--- src/tsa_pkg.sv ---
`timescale 1ns / 1ps
`default_nettype none

package tsa_pkg;

    localparam int ANGLE_BITS_DEF = 12;
    localparam int TIME_BITS_DEF  = 64;

    localparam int CFG_IDX_W  = 3;
    localparam int CFG_DATA_W = 32;
    localparam int TPD_W      = 32;
    localparam int FRAC_BITS  = 16;
    localparam int FULL_W     = 7;
    localparam int SPEED_W    = 8;
    localparam int DIVISOR_W  = 6;

    localparam logic [FULL_W-1:0] FULL_SPEED_MAX = 7'd100;

    // register indexes of the configuration port
    localparam logic [CFG_IDX_W-1:0] CFG_LEFT_LIMIT    = 3'd0;
    localparam logic [CFG_IDX_W-1:0] CFG_RIGHT_LIMIT   = 3'd1;
    localparam logic [CFG_IDX_W-1:0] CFG_ANGLE_SPAN    = 3'd2;
    localparam logic [CFG_IDX_W-1:0] CFG_INITIAL_ANGLE = 3'd3;
    localparam logic [CFG_IDX_W-1:0] CFG_FULL_SPEED    = 3'd4;
    localparam logic [CFG_IDX_W-1:0] CFG_TPD_RIGHT     = 3'd5;
    localparam logic [CFG_IDX_W-1:0] CFG_TPD_LEFT      = 3'd6;

    typedef enum logic [3:0] {
        S_IDLE,
        S_SAT,
        S_MAG,
        S_BKT,
        S_DSTART,
        S_DIV,
        S_DEG,
        S_MULLO,
        S_MULHI,
        S_TURN,
        S_DLINE,
        S_FIN
    } t_state;

    typedef struct packed {
        logic load_in;
        logic sat;
        logic mag;
        logic bkt;
        logic div_start;
        logic deg;
        logic mul_lo;
        logic mul_hi;
        logic turn;
        logic dline;
        logic finish;
    } t_dp_cmd;

    typedef struct packed {
        logic op_stop;
        logic changed;
        logic limit_run;
        logic div_done;
    } t_dp_status;

    // drive magnitude of each distance bucket
    function automatic logic [SPEED_W-1:0] bucket_speed(input logic [1:0] bkt);
        logic [SPEED_W-1:0] s;
        unique case (bkt)
            2'd0: s = 8'd40;
            2'd1: s = 8'd38;
            2'd2: s = 8'd35;
            2'd3: s = 8'd30;
        endcase
        return s;
    endfunction

    // reduced overshoot divisor: span*2^15/19, 9*span*2^14/35, span*2^15/3
    function automatic logic [DIVISOR_W-1:0] ovs_divisor(input logic [1:0] bkt);
        logic [DIVISOR_W-1:0] d;
        unique case (bkt)
            2'd0: d = 6'd3;
            2'd1: d = 6'd19;
            2'd2: d = 6'd35;
            2'd3: d = 6'd3;
        endcase
        return d;
    endfunction

endpackage

`default_nettype wire

--- src/tsa_div.sv ---
`timescale 1ns / 1ps
`default_nettype none

module tsa_div
    import tsa_pkg::*;
#(
    parameter int DW = ANGLE_BITS_DEF + 18
) (
    input  wire logic                 i_clk,
    input  wire logic                 i_rst_n,
    input  wire logic                 i_start,
    input  wire logic [DW-1:0]        i_dividend,
    input  wire logic [DIVISOR_W-1:0] i_divisor,
    output logic                      o_done,
    output logic [DW-1:0]             o_quotient
);

    localparam int BPC   = 8;
    localparam int STEPS = (DW + BPC - 1) / BPC;
    localparam int PADW  = STEPS * BPC;
    localparam int CW    = (STEPS > 1) ? $clog2(STEPS) : 1;

    logic                 r_busy;
    logic [CW-1:0]        r_cnt;
    logic [PADW-1:0]      r_num, n_num;
    logic [PADW-1:0]      r_quo, n_quo;
    logic [DIVISOR_W-1:0] r_rem, n_rem;
    logic [DIVISOR_W-1:0] r_div;
    logic [DIVISOR_W:0]   t_try;

    // eight restoring steps per cycle, remainder stays below the divisor
    always_comb begin
        n_num = r_num;
        n_quo = r_quo;
        n_rem = r_rem;
        t_try = '0;
        for (int k = 0; k < BPC; k++) begin
            t_try = {n_rem, n_num[PADW-1]};
            n_num = {n_num[PADW-2:0], 1'b0};
            if (t_try >= {1'b0, r_div}) begin
                n_rem = DIVISOR_W'(t_try - {1'b0, r_div});
                n_quo = {n_quo[PADW-2:0], 1'b1};
            end else begin
                n_rem = t_try[DIVISOR_W-1:0];
                n_quo = {n_quo[PADW-2:0], 1'b0};
            end
        end
    end

    always_ff @(posedge i_clk) begin
        if (!i_rst_n) begin
            r_busy <= 1'b0;
            r_cnt  <= '0;
        end else if (i_start) begin
            r_busy <= 1'b1;
            r_cnt  <= CW'(STEPS - 1);
        end else if (r_busy) begin
            if (r_cnt == '0) begin
                r_busy <= 1'b0;
            end else begin
                r_cnt <= r_cnt - 1'b1;
            end
        end
    end

    always_ff @(posedge i_clk) begin
        if (i_start) begin
            r_num <= PADW'(i_dividend);
            r_quo <= '0;
            r_rem <= '0;
            r_div <= i_divisor;
        end else if (r_busy) begin
            r_num <= n_num;
            r_quo <= n_quo;
            r_rem <= n_rem;
        end
    end

    assign o_done     = r_busy && (r_cnt == '0);
    assign o_quotient = r_quo[DW-1:0];

endmodule

`default_nettype wire

--- src/tsa_ctrl.sv ---
`timescale 1ns / 1ps
`default_nettype none

module tsa_ctrl
    import tsa_pkg::*;
(
    input  wire logic       i_clk,
    input  wire logic       i_rst_n,
    input  wire logic       i_in_valid,
    output logic            o_in_ready,
    input  wire logic       i_out_ready,
    output logic            o_out_valid,
    input  wire t_dp_status i_status,
    output t_dp_cmd         o_cmd
);

    t_state r_state, n_state;
    logic   r_out_valid;

    always_ff @(posedge i_clk) begin
        if (!i_rst_n) begin
            r_state <= S_IDLE;
        end else begin
            r_state <= n_state;
        end
    end

    always_comb begin
        n_state    = r_state;
        o_cmd      = '0;
        o_in_ready = 1'b0;
        unique case (r_state)
            S_IDLE: begin
                o_in_ready = 1'b1;
                if (i_in_valid) begin
                    o_cmd.load_in = 1'b1;
                    n_state       = S_SAT;
                end
            end
            S_SAT: begin
                o_cmd.sat = 1'b1;
                n_state   = i_status.op_stop ? S_FIN : S_MAG;
            end
            S_MAG: begin
                o_cmd.mag = 1'b1;
                n_state   = S_BKT;
            end
            S_BKT: begin
                o_cmd.bkt = 1'b1;
                if (!i_status.changed || i_status.limit_run) begin
                    n_state = S_FIN;
                end else begin
                    n_state = S_DSTART;
                end
            end
            S_DSTART: begin
                o_cmd.div_start = 1'b1;
                n_state         = S_DIV;
            end
            S_DIV: begin
                if (i_status.div_done) begin
                    n_state = S_DEG;
                end
            end
            S_DEG: begin
                o_cmd.deg = 1'b1;
                n_state   = S_MULLO;
            end
            S_MULLO: begin
                o_cmd.mul_lo = 1'b1;
                n_state      = S_MULHI;
            end
            S_MULHI: begin
                o_cmd.mul_hi = 1'b1;
                n_state      = S_TURN;
            end
            S_TURN: begin
                o_cmd.turn = 1'b1;
                n_state    = S_DLINE;
            end
            S_DLINE: begin
                o_cmd.dline = 1'b1;
                n_state     = S_FIN;
            end
            S_FIN: begin
                if (!r_out_valid || i_out_ready) begin
                    o_cmd.finish = 1'b1;
                    n_state      = S_IDLE;
                end
            end
            default: n_state = S_IDLE;
        endcase
    end

    always_ff @(posedge i_clk) begin
        if (!i_rst_n) begin
            r_out_valid <= 1'b0;
        end else if (o_cmd.finish) begin
            r_out_valid <= 1'b1;
        end else if (i_out_ready) begin
            r_out_valid <= 1'b0;
        end
    end

    assign o_out_valid = r_out_valid;

endmodule

`default_nettype wire

--- src/tsa_dp.sv ---
`timescale 1ns / 1ps
`default_nettype none

module tsa_dp
    import tsa_pkg::*;
#(
    parameter int ANGLE_BITS = ANGLE_BITS_DEF,
    parameter int TIME_BITS  = TIME_BITS_DEF
) (
    input  wire logic                         i_clk,
    input  wire logic                         i_rst_n,
    input  wire t_dp_cmd                      i_cmd,
    output t_dp_status                        o_status,
    input  wire logic                         i_opcode,
    input  wire logic signed [ANGLE_BITS-1:0] i_wanted_angle,
    input  wire logic [TIME_BITS-1:0]         i_now_us,
    input  wire logic                         i_cfg_we,
    input  wire logic [CFG_IDX_W-1:0]         i_cfg_index,
    input  wire logic [CFG_DATA_W-1:0]        i_cfg_data,
    output logic                              o_drive_enable,
    output logic signed [SPEED_W-1:0]         o_drive_speed,
    output logic signed [ANGLE_BITS-1:0]      o_angle_estimate
);

    localparam int AB    = ANGLE_BITS;
    localparam int DIVW  = AB + 18;
    localparam int DW    = AB + 17;
    localparam int MULW  = DW + FRAC_BITS;
    localparam int TURNW = MULW + 1 - FRAC_BITS;
    localparam int SUMW  = (TIME_BITS > TURNW) ? TIME_BITS : TURNW;

    // configuration
    logic signed [AB-1:0] r_left, r_right;
    logic [AB-1:0]        r_span;
    logic [FULL_W-1:0]    r_full;
    logic [TPD_W-1:0]     r_tpd_r, r_tpd_l;

    // block state
    logic signed [AB-1:0]       r_believed, r_last;
    logic [TIME_BITS-1:0]       r_stop_dl;
    logic                       r_latched, r_on;
    logic signed [SPEED_W-1:0]  r_value;

    // per transaction working registers
    logic                 r_op;
    logic signed [AB-1:0] r_wanted, r_cmd;
    logic [TIME_BITS-1:0] r_now, r_dl_new;
    logic [AB-1:0]        r_mag;
    logic                 r_neg, r_pos, r_changed, r_limit_run;
    logic [1:0]           r_bkt;
    logic [DW-1:0]        r_deg;
    logic [MULW-1:0]      r_plo, r_phi;
    logic [TURNW-1:0]     r_turn;

    logic signed [AB-1:0] cap, sat;
    logic signed [AB:0]   diff;
    logic [AB:0]          diff_abs;
    logic [AB+1:0]        mag4, sp1, sp2, sp3, sp4;
    logic [1:0]           bkt;
    logic [AB+3:0]        span9;
    logic [DIVW-1:0]      dividend;
    logic                 div_done;
    logic [DIVW-1:0]      quotient;
    logic [DW-1:0]        ovs, deg;
    logic [TPD_W-1:0]     tpd;
    logic [MULW:0]        turn_sum;
    logic [SUMW-1:0]      dl_sum;

    logic [TIME_BITS-1:0]      dl_eff;
    logic                      latched_eff, on_eff, stop_now;
    logic signed [SPEED_W-1:0] value_eff, bspeed;
    logic [FULL_W-1:0]         full_sat;
    logic signed [AB-1:0]      believed_eff;

    tsa_div #(.DW(DIVW)) u_div (
        .i_clk      (i_clk),
        .i_rst_n    (i_rst_n),
        .i_start    (i_cmd.div_start),
        .i_dividend (dividend),
        .i_divisor  (ovs_divisor(r_bkt)),
        .o_done     (div_done),
        .o_quotient (quotient)
    );

    always_comb begin
        o_status.op_stop   = r_op;
        o_status.changed   = r_changed;
        o_status.limit_run = r_limit_run;
        o_status.div_done  = div_done;
    end

    // saturation, right limit wins on conflict
    assign cap = (r_wanted > r_left) ? r_left : r_wanted;
    assign sat = (cap < r_right) ? r_right : cap;

    assign diff     = {r_cmd[AB-1], r_cmd} - {r_believed[AB-1], r_believed};
    assign diff_abs = diff[AB] ? (AB+1)'(-diff) : diff;

    // bucket bounds at quarters of the span
    assign mag4 = {r_mag, 2'b00};
    assign sp1  = {2'b00, r_span};
    assign sp2  = {1'b0, r_span, 1'b0};
    assign sp3  = sp1 + sp2;
    assign sp4  = {r_span, 2'b00};

    always_comb begin
        priority if (mag4 <= sp1) begin
            bkt = 2'd0;
        end else if (mag4 <= sp2) begin
            bkt = 2'd1;
        end else if (mag4 <= sp3) begin
            bkt = 2'd2;
        end else begin
            bkt = 2'd3;
        end
    end

    assign span9    = (AB+4)'(r_span) * (AB+4)'(9);
    assign dividend = (r_bkt == 2'd2) ? (DIVW'(span9) << 14) : (DIVW'(r_span) << 15);

    assign ovs = (r_bkt == 2'd0) ? '0 : quotient[DW-1:0];
    assign deg = DW'({r_mag, {FRAC_BITS{1'b0}}}) + ovs;

    assign tpd      = r_pos ? r_tpd_r : r_tpd_l;
    assign turn_sum = (MULW+1)'(r_phi) + (MULW+1)'(r_plo >> FRAC_BITS);
    assign dl_sum   = SUMW'(r_now) + SUMW'(r_turn);

    // state update of the final step
    assign full_sat = (r_full > FULL_SPEED_MAX) ? FULL_SPEED_MAX : r_full;
    assign bspeed   = r_neg ? -$signed(bucket_speed(r_bkt)) : $signed(bucket_speed(r_bkt));

    always_comb begin
        dl_eff      = r_stop_dl;
        latched_eff = r_latched;
        on_eff      = r_on;
        value_eff   = r_value;
        if (r_op) begin
            latched_eff = 1'b1;
            on_eff      = 1'b0;
        end else if (r_changed) begin
            on_eff = 1'b1;
            if (r_limit_run) begin
                value_eff = $signed({1'b0, full_sat});
                dl_eff    = '1;
            end else begin
                value_eff   = bspeed;
                dl_eff      = r_dl_new;
                latched_eff = 1'b0;
            end
        end
        stop_now     = !r_op && ((r_now > dl_eff) || latched_eff);
        believed_eff = stop_now ? r_cmd : r_believed;
        if (stop_now) begin
            on_eff = 1'b0;
        end
    end

    // configuration and block state
    always_ff @(posedge i_clk) begin
        if (!i_rst_n) begin
            r_left     <= '0;
            r_right    <= '0;
            r_span     <= AB'(1);
            r_full     <= '0;
            r_tpd_r    <= '0;
            r_tpd_l    <= '0;
            r_believed <= '0;
            r_last     <= '0;
            r_stop_dl  <= '0;
            r_latched  <= 1'b0;
            r_on       <= 1'b0;
            r_value    <= '0;
        end else if (i_cfg_we) begin
            unique case (i_cfg_index)
                CFG_LEFT_LIMIT:  r_left  <= i_cfg_data[AB-1:0];
                CFG_RIGHT_LIMIT: r_right <= i_cfg_data[AB-1:0];
                CFG_ANGLE_SPAN:  r_span  <= i_cfg_data[AB-1:0];
                CFG_INITIAL_ANGLE: begin
                    r_believed <= i_cfg_data[AB-1:0];
                    r_last     <= i_cfg_data[AB-1:0];
                end
                CFG_FULL_SPEED:  r_full  <= i_cfg_data[FULL_W-1:0];
                CFG_TPD_RIGHT:   r_tpd_r <= i_cfg_data[TPD_W-1:0];
                CFG_TPD_LEFT:    r_tpd_l <= i_cfg_data[TPD_W-1:0];
                default: ;
            endcase
        end else if (i_cmd.finish) begin
            r_believed <= believed_eff;
            r_stop_dl  <= dl_eff;
            r_latched  <= latched_eff;
            r_on       <= on_eff;
            r_value    <= value_eff;
            if (!r_op && r_changed) begin
                r_last <= r_cmd;
            end
        end
    end

    // working registers
    always_ff @(posedge i_clk) begin
        if (i_cmd.load_in) begin
            r_op     <= i_opcode;
            r_wanted <= i_wanted_angle;
            r_now    <= i_now_us;
        end
        if (i_cmd.sat) begin
            r_cmd <= sat;
        end
        if (i_cmd.mag) begin
            r_mag       <= diff_abs[AB-1:0];
            r_neg       <= diff[AB];
            r_pos       <= !diff[AB] && (diff != '0);
            r_changed   <= (r_cmd != r_last);
            r_limit_run <= ((r_cmd == r_left) || (r_cmd == r_right)) && !r_latched;
        end
        if (i_cmd.bkt) begin
            r_bkt <= bkt;
        end
        if (i_cmd.deg) begin
            r_deg <= deg;
        end
        if (i_cmd.mul_lo) begin
            r_plo <= MULW'(r_deg) * MULW'(tpd[FRAC_BITS-1:0]);
        end
        if (i_cmd.mul_hi) begin
            r_phi <= MULW'(r_deg) * MULW'(tpd[TPD_W-1:FRAC_BITS]);
        end
        if (i_cmd.turn) begin
            r_turn <= turn_sum[MULW:FRAC_BITS];
        end
        if (i_cmd.dline) begin
            r_dl_new <= dl_sum[TIME_BITS-1:0];
        end
        if (i_cmd.finish) begin
            o_drive_enable   <= on_eff;
            o_drive_speed    <= on_eff ? value_eff : '0;
            o_angle_estimate <= believed_eff;
        end
    end

endmodule

`default_nettype wire

--- src/timed_steering_actuator_control.sv ---
`timescale 1ns / 1ps
`default_nettype none

// channel  direction  handshake                 payload
// input    in         i_in_valid / o_in_ready   i_opcode, i_wanted_angle, i_now_us
// result   out        o_out_valid / i_out_ready o_drive_enable, o_drive_speed,
//                                               o_angle_estimate
// config   in         i_cfg_we                  i_cfg_index, i_cfg_data
//
// one transaction at a time; an end-stop event goes from saturation straight to
// the result, a repeated or end-stop command also passes the distance and bucket
// steps, and a timed turn further runs the 8-bit-per-cycle overshoot divider, the
// two 16-bit halves of the time multiply, the turn sum and the deadline
// the next transaction can be taken in the cycle after the result is registered
// synchronous active-low reset clears control, configuration and block state
// a stalled result holds in the output register; only the final step waits on it

module timed_steering_actuator_control
    import tsa_pkg::*;
#(
    parameter int ANGLE_BITS = ANGLE_BITS_DEF,
    parameter int TIME_BITS  = TIME_BITS_DEF
) (
    input  wire logic                         i_clk,
    input  wire logic                         i_rst_n,
    input  wire logic                         i_in_valid,
    output logic                              o_in_ready,
    input  wire logic                         i_opcode,
    input  wire logic signed [ANGLE_BITS-1:0] i_wanted_angle,
    input  wire logic [TIME_BITS-1:0]         i_now_us,
    output logic                              o_out_valid,
    input  wire logic                         i_out_ready,
    output logic                              o_drive_enable,
    output logic signed [SPEED_W-1:0]         o_drive_speed,
    output logic signed [ANGLE_BITS-1:0]      o_angle_estimate,
    input  wire logic                         i_cfg_we,
    input  wire logic [CFG_IDX_W-1:0]         i_cfg_index,
    input  wire logic [CFG_DATA_W-1:0]        i_cfg_data
);

    // controller to datapath commands and back
    t_dp_cmd    dp_cmd;
    t_dp_status dp_status;

    // sequencer: walks saturate, distance, bucket, divide, multiply, deadline
    tsa_ctrl u_ctrl (
        .i_clk       (i_clk),
        .i_rst_n     (i_rst_n),
        .i_in_valid  (i_in_valid),
        .o_in_ready  (o_in_ready),
        .i_out_ready (i_out_ready),
        .o_out_valid (o_out_valid),
        .i_status    (dp_status),
        .o_cmd       (dp_cmd)
    );

    // datapath: configuration, steering state, arithmetic and result register
    tsa_dp #(
        .ANGLE_BITS (ANGLE_BITS),
        .TIME_BITS  (TIME_BITS)
    ) u_dp (
        .i_clk            (i_clk),
        .i_rst_n          (i_rst_n),
        .i_cmd            (dp_cmd),
        .o_status         (dp_status),
        .i_opcode         (i_opcode),
        .i_wanted_angle   (i_wanted_angle),
        .i_now_us         (i_now_us),
        .i_cfg_we         (i_cfg_we),
        .i_cfg_index      (i_cfg_index),
        .i_cfg_data       (i_cfg_data),
        .o_drive_enable   (o_drive_enable),
        .o_drive_speed    (o_drive_speed),
        .o_angle_estimate (o_angle_estimate)
    );

`ifndef SYNTH
    // a new transaction is never taken in the cycle after an accept
    a_one_at_a_time: assert property (@(posedge i_clk) disable iff (!i_rst_n)
        (i_in_valid && o_in_ready) |=> !o_in_ready)
        else $error("input accepted twice in a row");

    // a disabled motor always reports zero speed
    a_off_zero: assert property (@(posedge i_clk) disable iff (!i_rst_n)
        (o_out_valid && !o_drive_enable) |-> (o_drive_speed == '0))
        else $error("nonzero speed with drive disabled");

    // speed command stays within the drive range
    a_speed_range: assert property (@(posedge i_clk) disable iff (!i_rst_n)
        o_out_valid |-> ((o_drive_speed <= 8'sd100) && (o_drive_speed >= -8'sd100)))
        else $error("speed command out of range");
`endif

endmodule

`default_nettype wire
--- config.mk ---
export PLATFORM = sky130hd
export DESIGN_NAME = timed_steering_actuator_control
export DESIGN_NICKNAME = d
export VERILOG_FILES = /design/src/tsa_pkg.sv /design/src/tsa_div.sv /design/src/tsa_ctrl.sv /design/src/tsa_dp.sv /design/src/timed_steering_actuator_control.sv
export SDC_FILE = /design/constraint.sdc
export NUM_CORES = 2
export LEC_CHECK = 0
export BUFFER_PORTS_ARGS = -buffer_cell sky130_fd_sc_hd__buf_2
export CAP_MARGIN = 20
export CORE_ASPECT_RATIO = 0.5
export CORE_MARGIN = 2
export CORE_UTILIZATION = 60
export CTS_BUF_LIST = sky130_fd_sc_hd__clkbuf_8 sky130_fd_sc_hd__clkbuf_16
export CTS_CLUSTER_SIZE = 8
export DETAILED_ROUTE_END_ITERATION = 16
export PLACE_DENSITY = 0.77
export SETUP_SLACK_MARGIN = 0.05
export SLEW_MARGIN = 20
export SYNTH_ARGS = -nofsm -noshare
export SYNTH_HDL_FRONTEND = slang
export SYNTH_SLANG_ARGS = --single-unit
export TNS_END_PERCENT = 50
--- constraint.sdc ---
create_clock -name i_clk -period 12.3 [get_ports i_clk]
set_input_delay 0.615 -clock i_clk [delete_from_list [all_inputs] [get_ports i_clk]]
set_output_delay 0.615 -clock i_clk [all_outputs]
set_load 0.05 [all_outputs]
## Yosys cells after proc, flatten, opt, wreduce, memory -nomap -nowiden

Index checks and enable logic that the tools add are counted.

| storage, ports and cells | value |
|---|---|
| register bits | 627 |
| word-level logic and storage cells | 216 |
| input port bits | 117 |

| cells by class | value |
|---|---|
| $mul | 3 |
| reduce and logical (&&, ||, !) cells | 36 |
| bitwise logic cells | 1 |
| add/subtract/negate cells | 16 |
| eq/ne operators | 28 |
| $lt $le $gt $ge | 15 |
| multiplexer cells | 77 |

Operator list:

| kind | count |
|---|---|
| $mux W64 | 3 |
| $mux W12 | 10 |
| $mul A29 B16 Y45 | 2 |
| $mux W30 | 3 |
| $add A64 B30 Y64 | 1 |
| $gt A64 B64 Y1 | 1 |
| $ge A7 B6 Y1 | 8 |
| $mux W6 | 8 |
| $pmux W4 S12 | 1 |
| $sub A6 B6 Y6 | 8 |
| $add A45 B29 Y46 | 1 |
| $mux W1 | 35 |
| $mux W32 | 1 |
| $mux W8 | 4 |
| $pmux W8 S4 | 1 |
| $add A28 B29 Y29 | 1 |
| $mux W29 | 1 |
| $eq A12 B12 Y1 | 2 |
| $mux W4 | 5 |
| $pmux W6 S3 | 1 |
| $reduce_and A2 Y1 | 9 |
| $eq A4 B3 Y1 const B | 4 |
| $eq A4 B4 Y1 const B | 4 |
| $mul A12 B4 Y16 const B | 1 |
| other kinds (34) | 61 |

## Longest topological paths before layout

| depth | value |
|---|---|
| depth in word-level cells | 16 |
| mapped depth | 56 |

## Modules after synthesis

From an unflattened synthesis, not the netlist that was laid out.

| unflattened totals | value |
|---|---|
| cell total of the unflattened synthesis | 6792 |
| area total of the unflattened synthesis | 63612.3 µm² |

By module, submodules not included:

| module | sequential area each (µm²) | times used | cells each | area an instance (µm²) |
|---|---|---|---|---|
| tsa_dp | 13863.3 | 1 | 6147 | 57507.7 |
| tsa_div | 1901.8 | 1 | 592 | 5744.3 |
| tsa_ctrl | 100.1 | 1 | 53 | 360.3 |

## Least setup slack after synthesis

Ideal clock, no wire load.

| timing path | value |
|---|---|
| kind | register to register |
| from | register u_dp.u_div.r_div[4] |
| to | register u_dp.u_div.r_rem[3] |
| setup slack | 1.162 ns |
| buffers on the path | 1 |
| cell stages (with the launch flop) | 53 |
| data arrival time | 10.995 ns |
| required time | 12.157 ns |
| clock period less this slack | 11.138 ns |
| path through | edfxtp_1 > inv_1 > ha_1 > a21oi_1 > o21ai_0 > o21ai_0 > xor2_1 > inv_1 > ha_1 > nand2_1 > or4b_4 > a32o_2 > nand2_1 > nand3_1 > xnor2_1 > ha_1 > a41oi_1 > a21oi_2 > [... 17 more ...] > or2_2 > a311oi_4 > o21a_4 > a211oi_1 > xnor2_1 > ha_1 > nand2b_1 > or3_1 > a41oi_1 > a311o_1 > buf_2 > nand2_1 > xor2_1 > ha_1 > or2_2 > a31oi_4 > mux2i_1 > o311ai_1 |

| between the ends | value |
|---|---|
| cells in the longest elaborated chain, start to end | 16 |
| elaborated cells on any way between the ends | 24 |

Ends and longest elaborated chain:

| what | RTL line | RTL |
|---|---|---|
| start, declared | tsa_div.sv:28 | `logic [DIVISOR_W-1:0] r_div;` |
| start signal, assigned | tsa_div.sv:71 | `r_div <= i_divisor;` |
| $sub A6 B6 Y6 or $ge A7 B6 Y1 (tied branches) | tsa_div.sv:41, tsa_div.sv:40 |  |
| $mux W6 | tsa_div.sv:40 | `if (t_try >= {1'b0, r_div}) begin` |
| $sub A6 B6 Y6 or $ge A7 B6 Y1 (tied branches) | tsa_div.sv:41, tsa_div.sv:40 |  |
| $mux W6 | tsa_div.sv:40 |  |
| $ge A7 B6 Y1 or $sub A6 B6 Y6 (tied branches) | tsa_div.sv:40, tsa_div.sv:41 |  |
| $mux W6 | tsa_div.sv:40 |  |
| $sub A6 B6 Y6 or $ge A7 B6 Y1 (tied branches) | tsa_div.sv:41, tsa_div.sv:40 |  |
| $mux W6 | tsa_div.sv:40 |  |
| $sub A6 B6 Y6 or $ge A7 B6 Y1 (tied branches) | tsa_div.sv:41, tsa_div.sv:40 |  |
| $mux W6 | tsa_div.sv:40 |  |
| $sub A6 B6 Y6 or $ge A7 B6 Y1 (tied branches) | tsa_div.sv:41, tsa_div.sv:40 |  |
| $mux W6 | tsa_div.sv:40 |  |
| $ge A7 B6 Y1 or $sub A6 B6 Y6 (tied branches) | tsa_div.sv:40, tsa_div.sv:41 |  |
| $mux W6 | tsa_div.sv:40 |  |
| $sub A6 B6 Y6 or $ge A7 B6 Y1 (tied branches) | tsa_div.sv:41, tsa_div.sv:40 |  |
| $mux W6 * | tsa_div.sv:40 |  |
| end signal, assigned | tsa_div.sv:75 | `r_rem <= n_rem;` |
| end, declared | tsa_div.sv:27 | `logic [DIVISOR_W-1:0] r_rem, n_rem;` |

Mark *: on every way between the ends. The rest lies on a longest branch, timed or not.
A chain may end at the register's enable or synchronous reset.

## Worst setup path in the final report

| timing path | value |
|---|---|
| from | register u_dp.u_div.r_div[4] |
| to | register u_dp.u_div.r_rem[4] |

Same word-level chain as after synthesis.

==> reports/qor.txt <==
Mapped Area -> 60100 um2
Initial core utilization -> 60.3%
Clock Tree Buf Depth -> 3
Core Area -> 99700 um2
First-pass GRT wire length -> 254000 um
Avg Cell Area, Syn -> 9.45 um2
Crit path capture type -> register
Commonest cells in the netlist -> nand2_1 (1050), inv_1 (849), fa_1 (756)
WL per Instance -> 20.1 um
Vias per inst -> 5.87
Sequential area share after synthesis -> 25.5%
Ys flop type -> edfxtp_1
Final net count -> 7706
Area share of the largest cell type after synthesis -> 25.2%
Worst EP required -> 12.81 ns
Startpoint types -> register
Hold Buf Count CTS -> 0
Detail Route Antenna Nets -> 0
Row count -> 82
Setup TNS -> 0 ns
Die Y -> 228 um
Synth unique cells -> 91
Syn Nets -> 7725
Ys Warns -> 0
Tightest Hold Check Type -> primary input to register
Most common cell in the netlist -> nand2_1
Multi-input gate area -> 40700 um2
Tmin final -> 11.63 ns
Area leader, netlist -> fa_1
Final Setup Violations -> 0
H-tree levels -> 3
Synth Register Bits -> 593
Ratio of cells with drive above 1 in the final layout -> 6.70%
Relative slew slack -> 19.3%
Largest cells by area after synthesis -> fa_1 (25%), edfxtp_1 (17%), ha_1 (10%)
Post-synth EDFFs -> 343
Worst slew pin tran -> 1.21 ns
Post-synthesis async set-or-reset flop share -> 0%
Cell mode on critical path -> ha_1
CTS buffer count -> 84
Total GRT Usage -> 30.9%
Fin Clk Skew -> 0.0561 ns
Finished Core Util -> 64.7%
Number of antenna violations at the first check in global routing -> 3
Critical path fanouts, max -> 9
Gr ovfl total -> 0
Mapped Cells -> 6359
FILL cells -> 7796
Slew Limit Fails -> 0
Clk Latency, worst-skew pair -> 0.71 ns
Clock transition at path regs -> 0.05 ns
Arrival @ worst endpoint -> 12.14 ns
Chip width -> 452 um
# DRC -> 0
Setup Crit Path Kind -> register to register
Vias -> 45400
Root buf cell -> clkbuf_16
Register area -> 15300 um2
DRT Pass-1 Iters -> 8
CTS tree -> done
Post-detail-place hpwl -> 111000 um
Vias in the first global route -> 48900
Clock sink count -> 593
Final period utilization -> 94.5%
Slowest CP cell -> or4b_4
RSZ-0062 raised after global routing -> no
WL final -> 156000 um
Outcome -> complete, no violations
Max incr delay on CP -> 0.53 ns
Routability-driven placement congestion ratio -> 0.901
IO Port Bufs -> 139
P&R area growth vs syn -> 7.41%
Max-cap viol count -> 0
Detailed Route Iter0 Violations -> 3489
# IOs -> 140
Largest net degree at the start of global routing -> 124
Die area -> 103000 um2
Fin. Hold Viols -> 0
Max Fclk -> 86.0 MHz
==> cell families after synthesis <==
group                    synth area share (%)
adder cells (fa/ha/maj)                  35.5
XOR/XNOR                                 3.64
AO/OA/AOI/OAI                            9.12
flip-flops                               25.5
buffers and inverters                    7.30
AND/OR/NAND/NOR                          17.0
multiplexers                             2.04
==> critical path: cells and delay by family, from the launching register on <==
kind / cells / cell delay [ns]
AO/OA/AOI/OAI: 17 / 3.55
adder cells (fa/ha/maj): 8 / 2.46
AND/OR/NAND/NOR: 14 / 2.91
flip-flops: 1 / 0.36
multiplexers: 2 / 0.56
buffers and inverters: 3 / 0.33
XOR/XNOR: 6 / 1.28
==> layout by cell type (no fill, tap or decap), types with 160 or more instances in the layout <==
cell	synthesis	layout
nand2_1	1050	1048
inv_1	849	906
fa_1	756	756
ha_1	493	487
edfxtp_1	343	343
o21ai_0	265	261
nor2b_1	261	260
dfxtp_1	250	249
and2_1	217	216
nor2_1	189	183
xnor2_1	163	161
a21oi_1	162	160
==> state kept, by name, indices dropped and copies added, names as in the netlist, 18 cells and up <==
signal and flops:
u_dp.r_plo 29, u_dp.u_div.r_quo 29, u_dp.u_div.r_num 18, u_dp.r_tpd_r 32, u_dp.r_now 64, u_dp.r_stop_dl 64
u_dp.r_tpd_l 32, u_dp.r_dl_new 64, u_dp.r_turn 30, u_dp.r_deg 29, u_dp.r_phi 45
==> metal layers <==
layer  GRT usage [%]  up-vias  wire length, um
li1                -    20500                -
met5               0        -                0
met3            7.13      493            15000
met1            39.6    22500            61500
met4            11.3        0             5900
met2            51.2     1959            73700
==> final timing paths <==
check | startpoint | endpoint | slack [ns] | cells past startpoint
worst max-delay path | u_dp.u_div.r_div[4]$_DFFE_PP_ | u_dp.u_div.r_rem[4]$_SDFFE_PP0P_ | 0.67 | 50
worst min-delay path | i_now_us[6] | u_dp.r_now[6]$_DFFE_PP_ | 0.11 | 1
worst max register to register | u_dp.u_div.r_div[4]$_DFFE_PP_ | u_dp.u_div.r_rem[4]$_SDFFE_PP0P_ | 0.67 | 50
worst min register to register | u_dp.r_tpd_r[23]$_SDFFE_PN0P_ | u_dp.r_tpd_r[23]$_SDFFE_PN0P_ | 0.46 | 2
==> area by class of cell <==
type                       instances  share of cell area, %
antenna                            1                0.00388
tap                             1344                   2.61
multi-input combinational       4598                   63.0
sequential                       593                   23.7
clock buffer                      88                   3.36
clock inverter                    61                  0.426
timing repair buffer             214                   1.96
inverter                         849                   4.94
==> metrics by stage <==
stage | cell area [um2] | setup WS [ns] | hold slack, ns | cells
6_report | 64500 | 0.672 | 0.110 | 7748
3_3_place_gp | 61800 | 0.217 | 0.449 | 7588
3_5_place_dp | 61900 | -0.168 | 0.455 | 7588
5_1_grt | 64500 | 0.00509 | 0.0801 | 7747
4_1_cts | 64300 | 0.0947 | 0.0719 | 7738
2_1_floorplan | 60100 | 1.16 | 0.440 | 6359
==> what timing repair did <==
item | CTS | global route
endpoints found under the setup margin | 6 | 7
buffers inserted | 1 | 9
resized for setup | 4 | 23
pin swaps | 1 | 10
cloned | 0 | 0
Power is not shown: default switching activity piles up to over one toggle a cycle in this logic, so the estimate is an artifact.
